File: src/rtl/phfu_pkg.sv
// Shared types and constants for the pipeline hazard and forwarding unit.
`timescale 1ns / 1ps

package phfu_pkg;

  // Register index width and the index that marks "no register".
  localparam int unsigned REG_INDEX_BITS = 6;
  localparam logic [REG_INDEX_BITS-1:0] NONE_REG = REG_INDEX_BITS'(63);

  // Configuration register indexes.
  localparam int unsigned CFG_INDEX_BITS = 2;
  localparam logic [CFG_INDEX_BITS-1:0] CFG_MEM_EX  = 2'd0;
  localparam logic [CFG_INDEX_BITS-1:0] CFG_EX_EX   = 2'd1;
  localparam logic [CFG_INDEX_BITS-1:0] CFG_MEM_MEM = 2'd2;

  // Operand bypass selections.
  localparam logic [1:0] SEL_NONE = 2'd0;
  localparam logic [1:0] SEL_EX   = 2'd1;
  localparam logic [1:0] SEL_MEM  = 2'd2;

  // Store data bypass selections.
  localparam logic [1:0] ST_NONE    = 2'd0;
  localparam logic [1:0] ST_EX_EX   = 2'd1;
  localparam logic [1:0] ST_MEM_EX  = 2'd2;
  localparam logic [1:0] ST_MEM_MEM = 2'd3;

  // Flag bit positions of the EX and MEM stage flag fields.
  localparam int unsigned FLAG_INT = 0;
  localparam int unsigned FLAG_FP  = 1;
  localparam int unsigned FLAG_LO  = 2;
  localparam int unsigned FLAG_HI  = 3;
  localparam int unsigned FLAG_MEM = 4;

  // One input item as captured in the input register.
  typedef struct packed {
    logic [REG_INDEX_BITS-1:0] src_a;
    logic [REG_INDEX_BITS-1:0] src_b;
    logic [REG_INDEX_BITS-1:0] dest_reg;
    logic                      reads_hi;
    logic                      reads_lo;
    logic                      fp_source;
    logic                      is_mem_op;
    logic [REG_INDEX_BITS-1:0] ex_dest;
    logic [4:0]                ex_flags;
    logic [REG_INDEX_BITS-1:0] mem_dest;
    logic [3:0]                mem_flags;
  } item_t;

  // One result item as held in the result register.
  typedef struct packed {
    logic       stall_res;
    logic [1:0] src_a_bypass;
    logic       src_a_from_hi;
    logic [1:0] src_b_bypass;
    logic [1:0] store_bypass;
  } result_t;

  // A register takes part in a match only when it is nonzero and not the "no register" mark.
  function automatic logic usable(input logic [REG_INDEX_BITS-1:0] r);
    usable = (r != '0) && (r != NONE_REG);
  endfunction

endpackage

File: src/rtl/pipeline_hazard_forward_unit.sv
// Top level of the pipeline hazard and forwarding unit.
`timescale 1ns / 1ps

// The unit judges one decoding instruction per item: it compares the source
// and store-data registers with the EX-stage and MEM-stage destinations and
// returns a stall request plus bypass selections. The checks run in the order
// MEM-EX, EX-EX, MEM-MEM, load-use, and a later selection overrides an earlier
// one; each bypass class either forwards or stalls as its enable bit says,
// while a load-use hazard always stalls. An accepted item is loaded into the
// input register, and its result then goes into the result register, which drives
// the outputs; a stall on the output side holds the result register and, once it is
// full, the input register. A new item is accepted every cycle as long as the output side keeps taking results.
// The three enable bits reset to 1 and are written through the plain configuration
// port; write them only while the unit is idle, as the block does not enforce it.
module pipeline_hazard_forward_unit import phfu_pkg::*; (
  input  logic                      clk_i,
  input  logic                      rst_ni,
  // Configuration write port.
  input  logic                      cfg_we_i,
  input  logic [CFG_INDEX_BITS-1:0] cfg_index_i,
  input  logic                      cfg_data_i,
  // Input channel.
  input  logic                      in_valid_i,
  output logic                      in_stall_o,
  input  logic [REG_INDEX_BITS-1:0] src_a_i,
  input  logic [REG_INDEX_BITS-1:0] src_b_i,
  input  logic [REG_INDEX_BITS-1:0] dest_reg_i,
  input  logic                      reads_hi_i,
  input  logic                      reads_lo_i,
  input  logic                      fp_source_i,
  input  logic                      is_mem_op_i,
  input  logic [REG_INDEX_BITS-1:0] ex_dest_i,
  input  logic [4:0]                ex_flags_i,
  input  logic [REG_INDEX_BITS-1:0] mem_dest_i,
  input  logic [3:0]                mem_flags_i,
  // Output channel.
  output logic                      out_valid_o,
  input  logic                      out_stall_i,
  output logic                      stall_res_o,
  output logic [1:0]                src_a_bypass_o,
  output logic                      src_a_from_hi_o,
  output logic [1:0]                src_b_bypass_o,
  output logic [1:0]                store_bypass_o
);

  logic    mem_ex_on_q, ex_ex_on_q, mem_mem_on_q;
  logic    in_valid_q, out_valid_q;
  item_t   item_q;
  result_t res_q, res_d;
  logic    out_ready, in_ready, in_accept;

  // Handshake: the result register moves when empty or taken, the input register
  // moves when empty or when its item moves on.
  assign out_ready  = !out_valid_q || !out_stall_i;
  assign in_ready   = !in_valid_q || out_ready;
  assign in_stall_o = !in_ready;
  assign in_accept  = in_valid_i && in_ready;

  // Configuration registers.
  always_ff @(posedge clk_i or negedge rst_ni) begin
    if (!rst_ni) begin
      mem_ex_on_q  <= 1'b1;
      ex_ex_on_q   <= 1'b1;
      mem_mem_on_q <= 1'b1;
    end else if (cfg_we_i) begin
      case (cfg_index_i)
        CFG_MEM_EX:  mem_ex_on_q  <= cfg_data_i;
        CFG_EX_EX:   ex_ex_on_q   <= cfg_data_i;
        CFG_MEM_MEM: mem_mem_on_q <= cfg_data_i;
        default: ;
      endcase
    end
  end

  // Valid bits of the two register stages.
  always_ff @(posedge clk_i or negedge rst_ni) begin
    if (!rst_ni) begin
      in_valid_q  <= 1'b0;
      out_valid_q <= 1'b0;
    end else begin
      if (in_ready) begin
        in_valid_q <= in_valid_i;
      end
      if (out_ready) begin
        out_valid_q <= in_valid_q;
      end
    end
  end

  // Payload registers.
  always_ff @(posedge clk_i) begin
    if (in_accept) begin
      item_q <= '{src_a: src_a_i, src_b: src_b_i, dest_reg: dest_reg_i,
                  reads_hi: reads_hi_i, reads_lo: reads_lo_i,
                  fp_source: fp_source_i, is_mem_op: is_mem_op_i,
                  ex_dest: ex_dest_i, ex_flags: ex_flags_i,
                  mem_dest: mem_dest_i, mem_flags: mem_flags_i};
    end
    if (out_ready && in_valid_q) begin
      res_q <= res_d;
    end
  end

  // Hazard checks in priority order; later assignments override earlier ones.
  always_comb begin
    logic       a_ok, b_ok, d_ok;
    logic       x_int, x_fp, x_lo, x_hi, x_mem;
    logic       m_int, m_fp, m_lo, m_hi;
    logic       a_eq_x, b_eq_x, d_eq_x, a_eq_m, b_eq_m, d_eq_m;
    logic       stall, ahi;
    logic [1:0] sa, sb, st;

    a_ok   = usable(item_q.src_a);
    b_ok   = usable(item_q.src_b);
    d_ok   = usable(item_q.dest_reg);
    x_int  = item_q.ex_flags[FLAG_INT];
    x_fp   = item_q.ex_flags[FLAG_FP];
    x_lo   = item_q.ex_flags[FLAG_LO];
    x_hi   = item_q.ex_flags[FLAG_HI];
    x_mem  = item_q.ex_flags[FLAG_MEM];
    m_int  = item_q.mem_flags[FLAG_INT];
    m_fp   = item_q.mem_flags[FLAG_FP];
    m_lo   = item_q.mem_flags[FLAG_LO];
    m_hi   = item_q.mem_flags[FLAG_HI];
    a_eq_x = a_ok && (item_q.src_a == item_q.ex_dest);
    b_eq_x = b_ok && (item_q.src_b == item_q.ex_dest);
    d_eq_x = d_ok && (item_q.dest_reg == item_q.ex_dest);
    a_eq_m = a_ok && (item_q.src_a == item_q.mem_dest);
    b_eq_m = b_ok && (item_q.src_b == item_q.mem_dest);
    d_eq_m = d_ok && (item_q.dest_reg == item_q.mem_dest);
    stall  = 1'b0;
    ahi    = 1'b0;
    sa     = SEL_NONE;
    sb     = SEL_NONE;
    st     = ST_NONE;

    // MEM-EX class: forward from the older MEM-stage instruction.
    if (m_int && a_eq_m) begin
      if (mem_ex_on_q) begin sa = SEL_MEM; ahi = 1'b0; end else stall = 1'b1;
    end
    if (m_int && b_eq_m) begin
      if (mem_ex_on_q) sb = SEL_MEM; else stall = 1'b1;
    end
    if (m_int && d_eq_m && item_q.is_mem_op) begin
      if (mem_ex_on_q) st = ST_MEM_EX; else stall = 1'b1;
    end
    if (item_q.fp_source && m_fp && a_eq_m) begin
      if (mem_ex_on_q) begin sa = SEL_MEM; ahi = 1'b0; end else stall = 1'b1;
    end
    if (item_q.reads_lo && m_lo) begin
      if (mem_ex_on_q) begin sa = SEL_MEM; ahi = 1'b0; end else stall = 1'b1;
    end
    if (item_q.reads_hi && m_hi) begin
      if (mem_ex_on_q) begin sa = SEL_MEM; ahi = 1'b1; end else stall = 1'b1;
    end

    // EX-EX class: forward from the EX-stage instruction.
    if (x_int && a_eq_x && !x_mem) begin
      if (ex_ex_on_q) begin sa = SEL_EX; ahi = 1'b0; end else stall = 1'b1;
    end
    if (x_int && b_eq_x && !x_mem) begin
      if (ex_ex_on_q) sb = SEL_EX; else stall = 1'b1;
    end
    if (x_int && d_eq_x && !x_mem && item_q.is_mem_op) begin
      if (ex_ex_on_q) st = ST_EX_EX; else stall = 1'b1;
    end
    if (item_q.fp_source && x_fp && a_eq_x) begin
      if (ex_ex_on_q) begin sa = SEL_EX; ahi = 1'b0; end else stall = 1'b1;
    end
    if (item_q.reads_lo && x_lo) begin
      if (ex_ex_on_q) begin sa = SEL_EX; ahi = 1'b0; end else stall = 1'b1;
    end
    if (item_q.reads_hi && x_hi) begin
      if (ex_ex_on_q) begin sa = SEL_EX; ahi = 1'b1; end else stall = 1'b1;
    end

    // MEM-MEM class: store data from a memory operation in EX.
    if ((x_int || x_fp) && x_mem && item_q.is_mem_op && d_eq_x) begin
      if (mem_mem_on_q) st = ST_MEM_MEM; else stall = 1'b1;
    end

    // Load-use hazard always stalls.
    if ((x_int || x_fp) && x_mem && (a_eq_x || b_eq_x)) begin
      stall = 1'b1;
    end

    res_d.stall_res     = stall;
    res_d.src_a_bypass  = sa;
    res_d.src_a_from_hi = ahi && (sa != SEL_NONE);
    res_d.src_b_bypass  = sb;
    res_d.store_bypass  = st;
  end

  // Outputs straight from the result register.
  assign out_valid_o     = out_valid_q;
  assign stall_res_o     = res_q.stall_res;
  assign src_a_bypass_o  = res_q.src_a_bypass;
  assign src_a_from_hi_o = res_q.src_a_from_hi;
  assign src_b_bypass_o  = res_q.src_b_bypass;
  assign store_bypass_o  = res_q.store_bypass;

endmodule
File: config.mk
export PLATFORM = sky130hd
export DESIGN_NAME = pipeline_hazard_forward_unit
export DESIGN_NICKNAME = d
export VERILOG_FILES = /design/src/rtl/phfu_pkg.sv /design/src/rtl/pipeline_hazard_forward_unit.sv
export SDC_FILE = /design/constraint.sdc
export NUM_CORES = 1
export LEC_CHECK = 0
export BUFFER_PORTS_ARGS = -buffer_cell sky130_fd_sc_hd__buf_2
export CORE_AREA = 2 2 78 99
export DETAILED_ROUTE_END_ITERATION = 7
export DIE_AREA = 0 0 80 101
export SLEW_MARGIN = 20
export SYNTH_ARGS = -nofsm -noshare
export SYNTH_HDL_FRONTEND = slang
export SYNTH_SLANG_ARGS = --single-unit
export TNS_END_PERCENT = 30
File: constraint.sdc
create_clock -name clk_i -period 2.7 [get_ports clk_i]
set_input_delay 0.27 -clock clk_i [delete_from_list [all_inputs] [get_ports clk_i]]
set_output_delay 0.27 -clock clk_i [all_outputs]
set_load 0.05 [all_outputs]
==> results.md <==
Setup path:
- The critical path arrival is between 1.5 and 2 ns.
- The maximum fanout along the worst path is 5.
- The largest individual stage delay along the critical path comes from the cell sky130_fd_sc_hd__or4_4.
- Traced cell by cell, the critical path runs through xnor2_1 > nand4_1 > or4_4 > o211ai_1 > o21ai_0.
- The kind of end point of the critical path is a register.
- STA puts the critical path data required time at about 2.8 ns.
- The type of the worst setup path is reg -> reg.
- The critical register-to-register path endpoint is store_bypass_o[1].
- Broken down by cell family, the worst path's largest delay share belongs to simple AND/OR/NAND/NOR gates.
- The worst register-to-register path begins at item_q[20].
- STA classifies the critical path startpoint as a register.
- Together, buffers and inverters on the worst path number 0.
- The worst reg-to-reg setup slack is 0.81 ns.
- The delay of the slowest cell on the worst path is around 0.56 ns.
- For the worst flop-to-flop path, the logic depth is 5.

Floorplan:
- The initial utilization of the core area, before any placement, comes to 0.339.
- Pin placement for this block handled 61 I/O pins.
- The die span in y is 101 um.
- In this run the standard cell core region covers slightly above 0.007 mm2.
- The die covers between 0.008 and 0.009 mm2.
- Measured along the x axis, the die boundary spans about 80 um.
- The floorplan row count is 35.

Pwr:
- The standby leakage power is between 1 and 1.5 nW.
- Of the total power, the clock network draws 0.290.
- Of the total power, the share spent switching nets is 0.243.
- IR analysis of the VDD net gives a maximum drop of 0.000354 V.
- Of the total power, registers draw 0.589.
- The power density of the placed cells is just over 600 mW/mm2.
- The switching power summed over all nets is ~0.45 mW.
- Of the total power, combinational logic draws 0.121.
- Cell internal power was estimated by the tool at about 1.4 mW.
- The design draws roughly 1.9 mW.

Synthesis:
- The cell taking the most area after synthesis is sky130_fd_sc_hd__edfxtp_1.
- Summing every instance area after synthesis gives around 0.0024 mm2.
- Of the total synthesized cell area, the portion taken by XOR and XNOR cells is 0.129.
- After synthesis the netlist holds a flip-flop and latch count of between 50 and 60.
- Ranked by total cell area, the synthesized netlist is headed by sky130_fd_sc_hd__edfxtp_1 63%, sky130_fd_sc_hd__xnor2_1 7.2%, sky130_fd_sc_hd__xor2_1 5.8%, sky130_fd_sc_hd__dfstp_2 3.2%, sky130_fd_sc_hd__nand4_1 2.6%.
- For this run, the number of Yosys warnings is 0.
- The number of nets in the synthesized netlist is around 220.
- The cell count after synthesis came out at between 150 and 200.
- The post-synthesis cell type count is 31.
- The post-synthesis compound-gate area fraction was 0.0467.
- The portion of synthesized area spent on multiplexers is 0.0139.
- After synthesis, the largest family of logic cells by area is XOR/XNOR gates.
- The register area share after synthesis is 0.682.
- Averaged over all synthesized cells, the footprint is around 15 um2.
- The top cell type's share of synthesized area is 0.629.
- Of the total synthesized cell area, the portion taken by AND, OR, NAND and NOR gates is 0.127.
- The post-synthesis adder-cell area fraction is 0.

Route:
- The number of nets with antenna violations after routing is 0.
- The routed layout has approximately 1500 vias.
- Dividing the detail-routed wire length by the instance count gives roughly 14 um.
- The number of iterations in the first detailed-routing pass is 4.
- The first routing iteration left roughly 70 violations.
- The residual DRC count is 0.
- The average via count per standard cell is 4.67.
- The final layout contains routed wiring with a total length of 4.72 mm.

STA:
- The final sum of negative setup slack is 0 ns.
- The hold violation total from the final report is 0.
- The post-route fraction of the period consumed by the critical path is 0.699.
- The clock period could shrink to about 1.9 ns.
- Setup repair after global routing left no endpoint under its margin.
- The relative slew slack is 0.642.
- Timing would allow up to approximately 530 MHz.
- The count of final max-slew check failures is 0.
- The number of setup violations in the final report is 0.
- At the pin with the least slew margin, the transition time is between 0.5 and 0.6 ns.
- Between clock sinks in the finished design, the worst skew comes to just under 0.004 ns.

Placement:
- The final weighted congestion in routability-driven placement is ~0.89.
- Input and output buffers added on the ports amount to 60.
- After legalization and detailed placement, the total HPWL measured 3.70 mm.

Clock tree:
- Counting along the longest clock path gives a buffer depth of 2.
- The CTS tree is yes.
- The cell sitting at the root of the clock tree is a sky130_fd_sc_hd__clkbuf_8.
- The number of H-tree branching levels is 2.
- At the later pin of the worst-skew pair, clock insertion delay measures ~0.30 ns.
- In this run, post-CTS repair resized a total of 0 instances.
- CTS saw 56 sinks.
- The clock-pin slew of the registers on the worst-case setup and hold paths is 0.10 ns.
- TritonCTS created 5 clock buffers.

Hold path:
- The worst hold path stage count is 1.
- In this run the worst hold path is classified as in -> reg.
- The worst hold path begins at ex_flags_i[2].
- The worst-case hold path end point is item_q[12].

Flow run:
- The number of max-cap violations is 0.

Final layout:
- The most common cell after layout, fill and taps aside is sky130_fd_sc_hd__buf_2.
- In the final layout, the share of cells above drive strength 1 is 0.335.
- Summing all multi-input logic gate instances after layout gives roughly 770 um2.
- After filler insertion, the fill cell instance count of the layout stands at a little over 700.
- The library cells used most frequently in the layout, excluding fill and tap cells, are 60 x sky130_fd_sc_hd__buf_2, 51 x sky130_fd_sc_hd__edfxtp_1, 20 x sky130_fd_sc_hd__xnor2_1.
- The final-stage net count is about 290.
- 0 antenna diodes ended up in the layout.
- Compared with the post-synthesis result, the final layout area differs by 22.7%.
- Across the whole layout, storage elements account for between 0.0015 and 0.002 mm2.

Outcome:
- The flow ran to the end, and the final reports show no timing, DRC or antenna violations.

GRT:
- Entering global routing, the biggest net connects 44 pins.
- The number of global-route vias before repair came to 1499.
- The initial antenna violation count is 0.
- After global routing the overflow that remains totals 0.
- The first global-routing pass estimated slightly above 7 mm of wire.
- The combined global-route utilization of all metal layers is 0.120.
## worst reg2reg max path: stages (launching register included)
cell and delay (ns):
sky130_fd_sc_hd__edfxtp_1 0.50, sky130_fd_sc_hd__xnor2_1 0.21, sky130_fd_sc_hd__nand4_1 0.10, sky130_fd_sc_hd__or4_4 0.56, sky130_fd_sc_hd__o211ai_1 0.18, sky130_fd_sc_hd__o21ai_0 0.10
## final cells by class
type / instances / area share
flip-flops and latches: 56 / 0.555
multi-input cells: 111 / 0.259
repair buffers: 63 / 0.109
well taps: 92 / 0.0385
clock buffers: 6 / 0.0243
clock inverters: 2 / 0.0130
inverters: 1 / 0.00126
## synth_stat cells
| cell | n |
|---|---|
| sky130_fd_sc_hd__o21a_1 | 1 |
| sky130_fd_sc_hd__nand3b_1 | 3 |
| sky130_fd_sc_hd__or2b_1 | 1 |
| sky130_fd_sc_hd__a2bb2oi_1 | 2 |
| sky130_fd_sc_hd__nand4_1 | 10 |
| sky130_fd_sc_hd__nor4_1 | 6 |
| sky130_fd_sc_hd__nor3_1 | 2 |
| sky130_fd_sc_hd__nand2_1 | 12 |
| sky130_fd_sc_hd__nor2_1 | 9 |
| sky130_fd_sc_hd__nand2b_1 | 1 |
| sky130_fd_sc_hd__nand3_1 | 7 |
| sky130_fd_sc_hd__mux2_2 | 3 |
| sky130_fd_sc_hd__xnor2_1 | 20 |
| sky130_fd_sc_hd__o221ai_2 | 1 |
| sky130_fd_sc_hd__or4_1 | 1 |
| sky130_fd_sc_hd__a22oi_1 | 1 |
| sky130_fd_sc_hd__or4_4 | 1 |
| sky130_fd_sc_hd__a21oi_2 | 1 |
| sky130_fd_sc_hd__o21ai_0 | 2 |
| sky130_fd_sc_hd__nor3b_1 | 1 |
| sky130_fd_sc_hd__a21o_1 | 1 |
| sky130_fd_sc_hd__a21boi_0 | 2 |
| sky130_fd_sc_hd__and2_1 | 2 |
| sky130_fd_sc_hd__inv_1 | 1 |
| sky130_fd_sc_hd__dfrtp_1 | 2 |
| sky130_fd_sc_hd__xor2_1 | 16 |
| sky130_fd_sc_hd__nor3_2 | 1 |
| sky130_fd_sc_hd__o211ai_1 | 2 |
| sky130_fd_sc_hd__dfstp_2 | 3 |
| sky130_fd_sc_hd__edfxtp_1 | 51 |
| sky130_fd_sc_hd__a21oi_1 | 2 |
## cell families after synthesis
family                    after synthesis
buffers and inverters                   1
DFF                                    56
muxes                                   3
xor gates and xnor gates               36
AOI/OAI and AO/OA                      15
and+or+nand+nor                        57
## repair_timing
item	4_1_cts	5_1_grt
endpoints found under the hold margin	5	0
hold buffers	1	0
setup buffers	0	0
## worst max path at each step
stage	to	slack (ns)	start	depth (start not counted)
finish	store_bypass_o[1]	0.81	item_q[20]	5
global route	stall_res_o	0.72	item_q[27]	6
global placement	store_bypass_o[1]	0.81	item_q[20]	5
floorplan	item_q[0]	0.46	out_valid_o	2
CTS	store_bypass_o[1]	0.81	item_q[20]	5
detailed placement	store_bypass_o[1]	0.82	item_q[20]	5
## routing by layer
layer	global-route usage	share of wire	up-vias
li1	-	-	768
met1	0.134	0.38	729
met4	0.0391	0.011	0
met3	0.0242	0.049	5
met2	0.224	0.56	43
met5	0	0	-
## power by group through the flow
| stage | sequential, mW | combinational (mW) | clock, mW |
|---|---|---|---|
| global route | 1.11 | 0.248 | 0.591 |
| detailed placement | 1.12 | 0.228 | 0 |
| CTS | 1.10 | 0.229 | 0.556 |
| global placement | 1.12 | 0.226 | 0 |
| finish | 1.10 | 0.226 | 0.541 |
| floorplan | 1.14 | 0.113 | 0 |
## state kept, by name, summed over array words and instances (netlist names), 2 cells and up
register,cells
store_bypass_o,2
src_b_bypass_o,2
src_a_bypass_o,2
item_q,43
## stage by stage
step	std cells	worst slack, ns	instance area, um2	hold slack [ns]	utilization
5_1_grt	331	0.721	2990	0.118	0.416
3_5_place_dp	322	0.818	2870	0.0927	0.399
3_3_place_gp	322	0.805	2870	0.0912	0.399
2_1_floorplan	168	0.461	2440	-0.0256	-
6_report	331	0.813	2990	0.134	0.416
4_1_cts	331	0.806	2990	0.123	0.416
No activity file was read; power rests on OpenSTA's default activity.
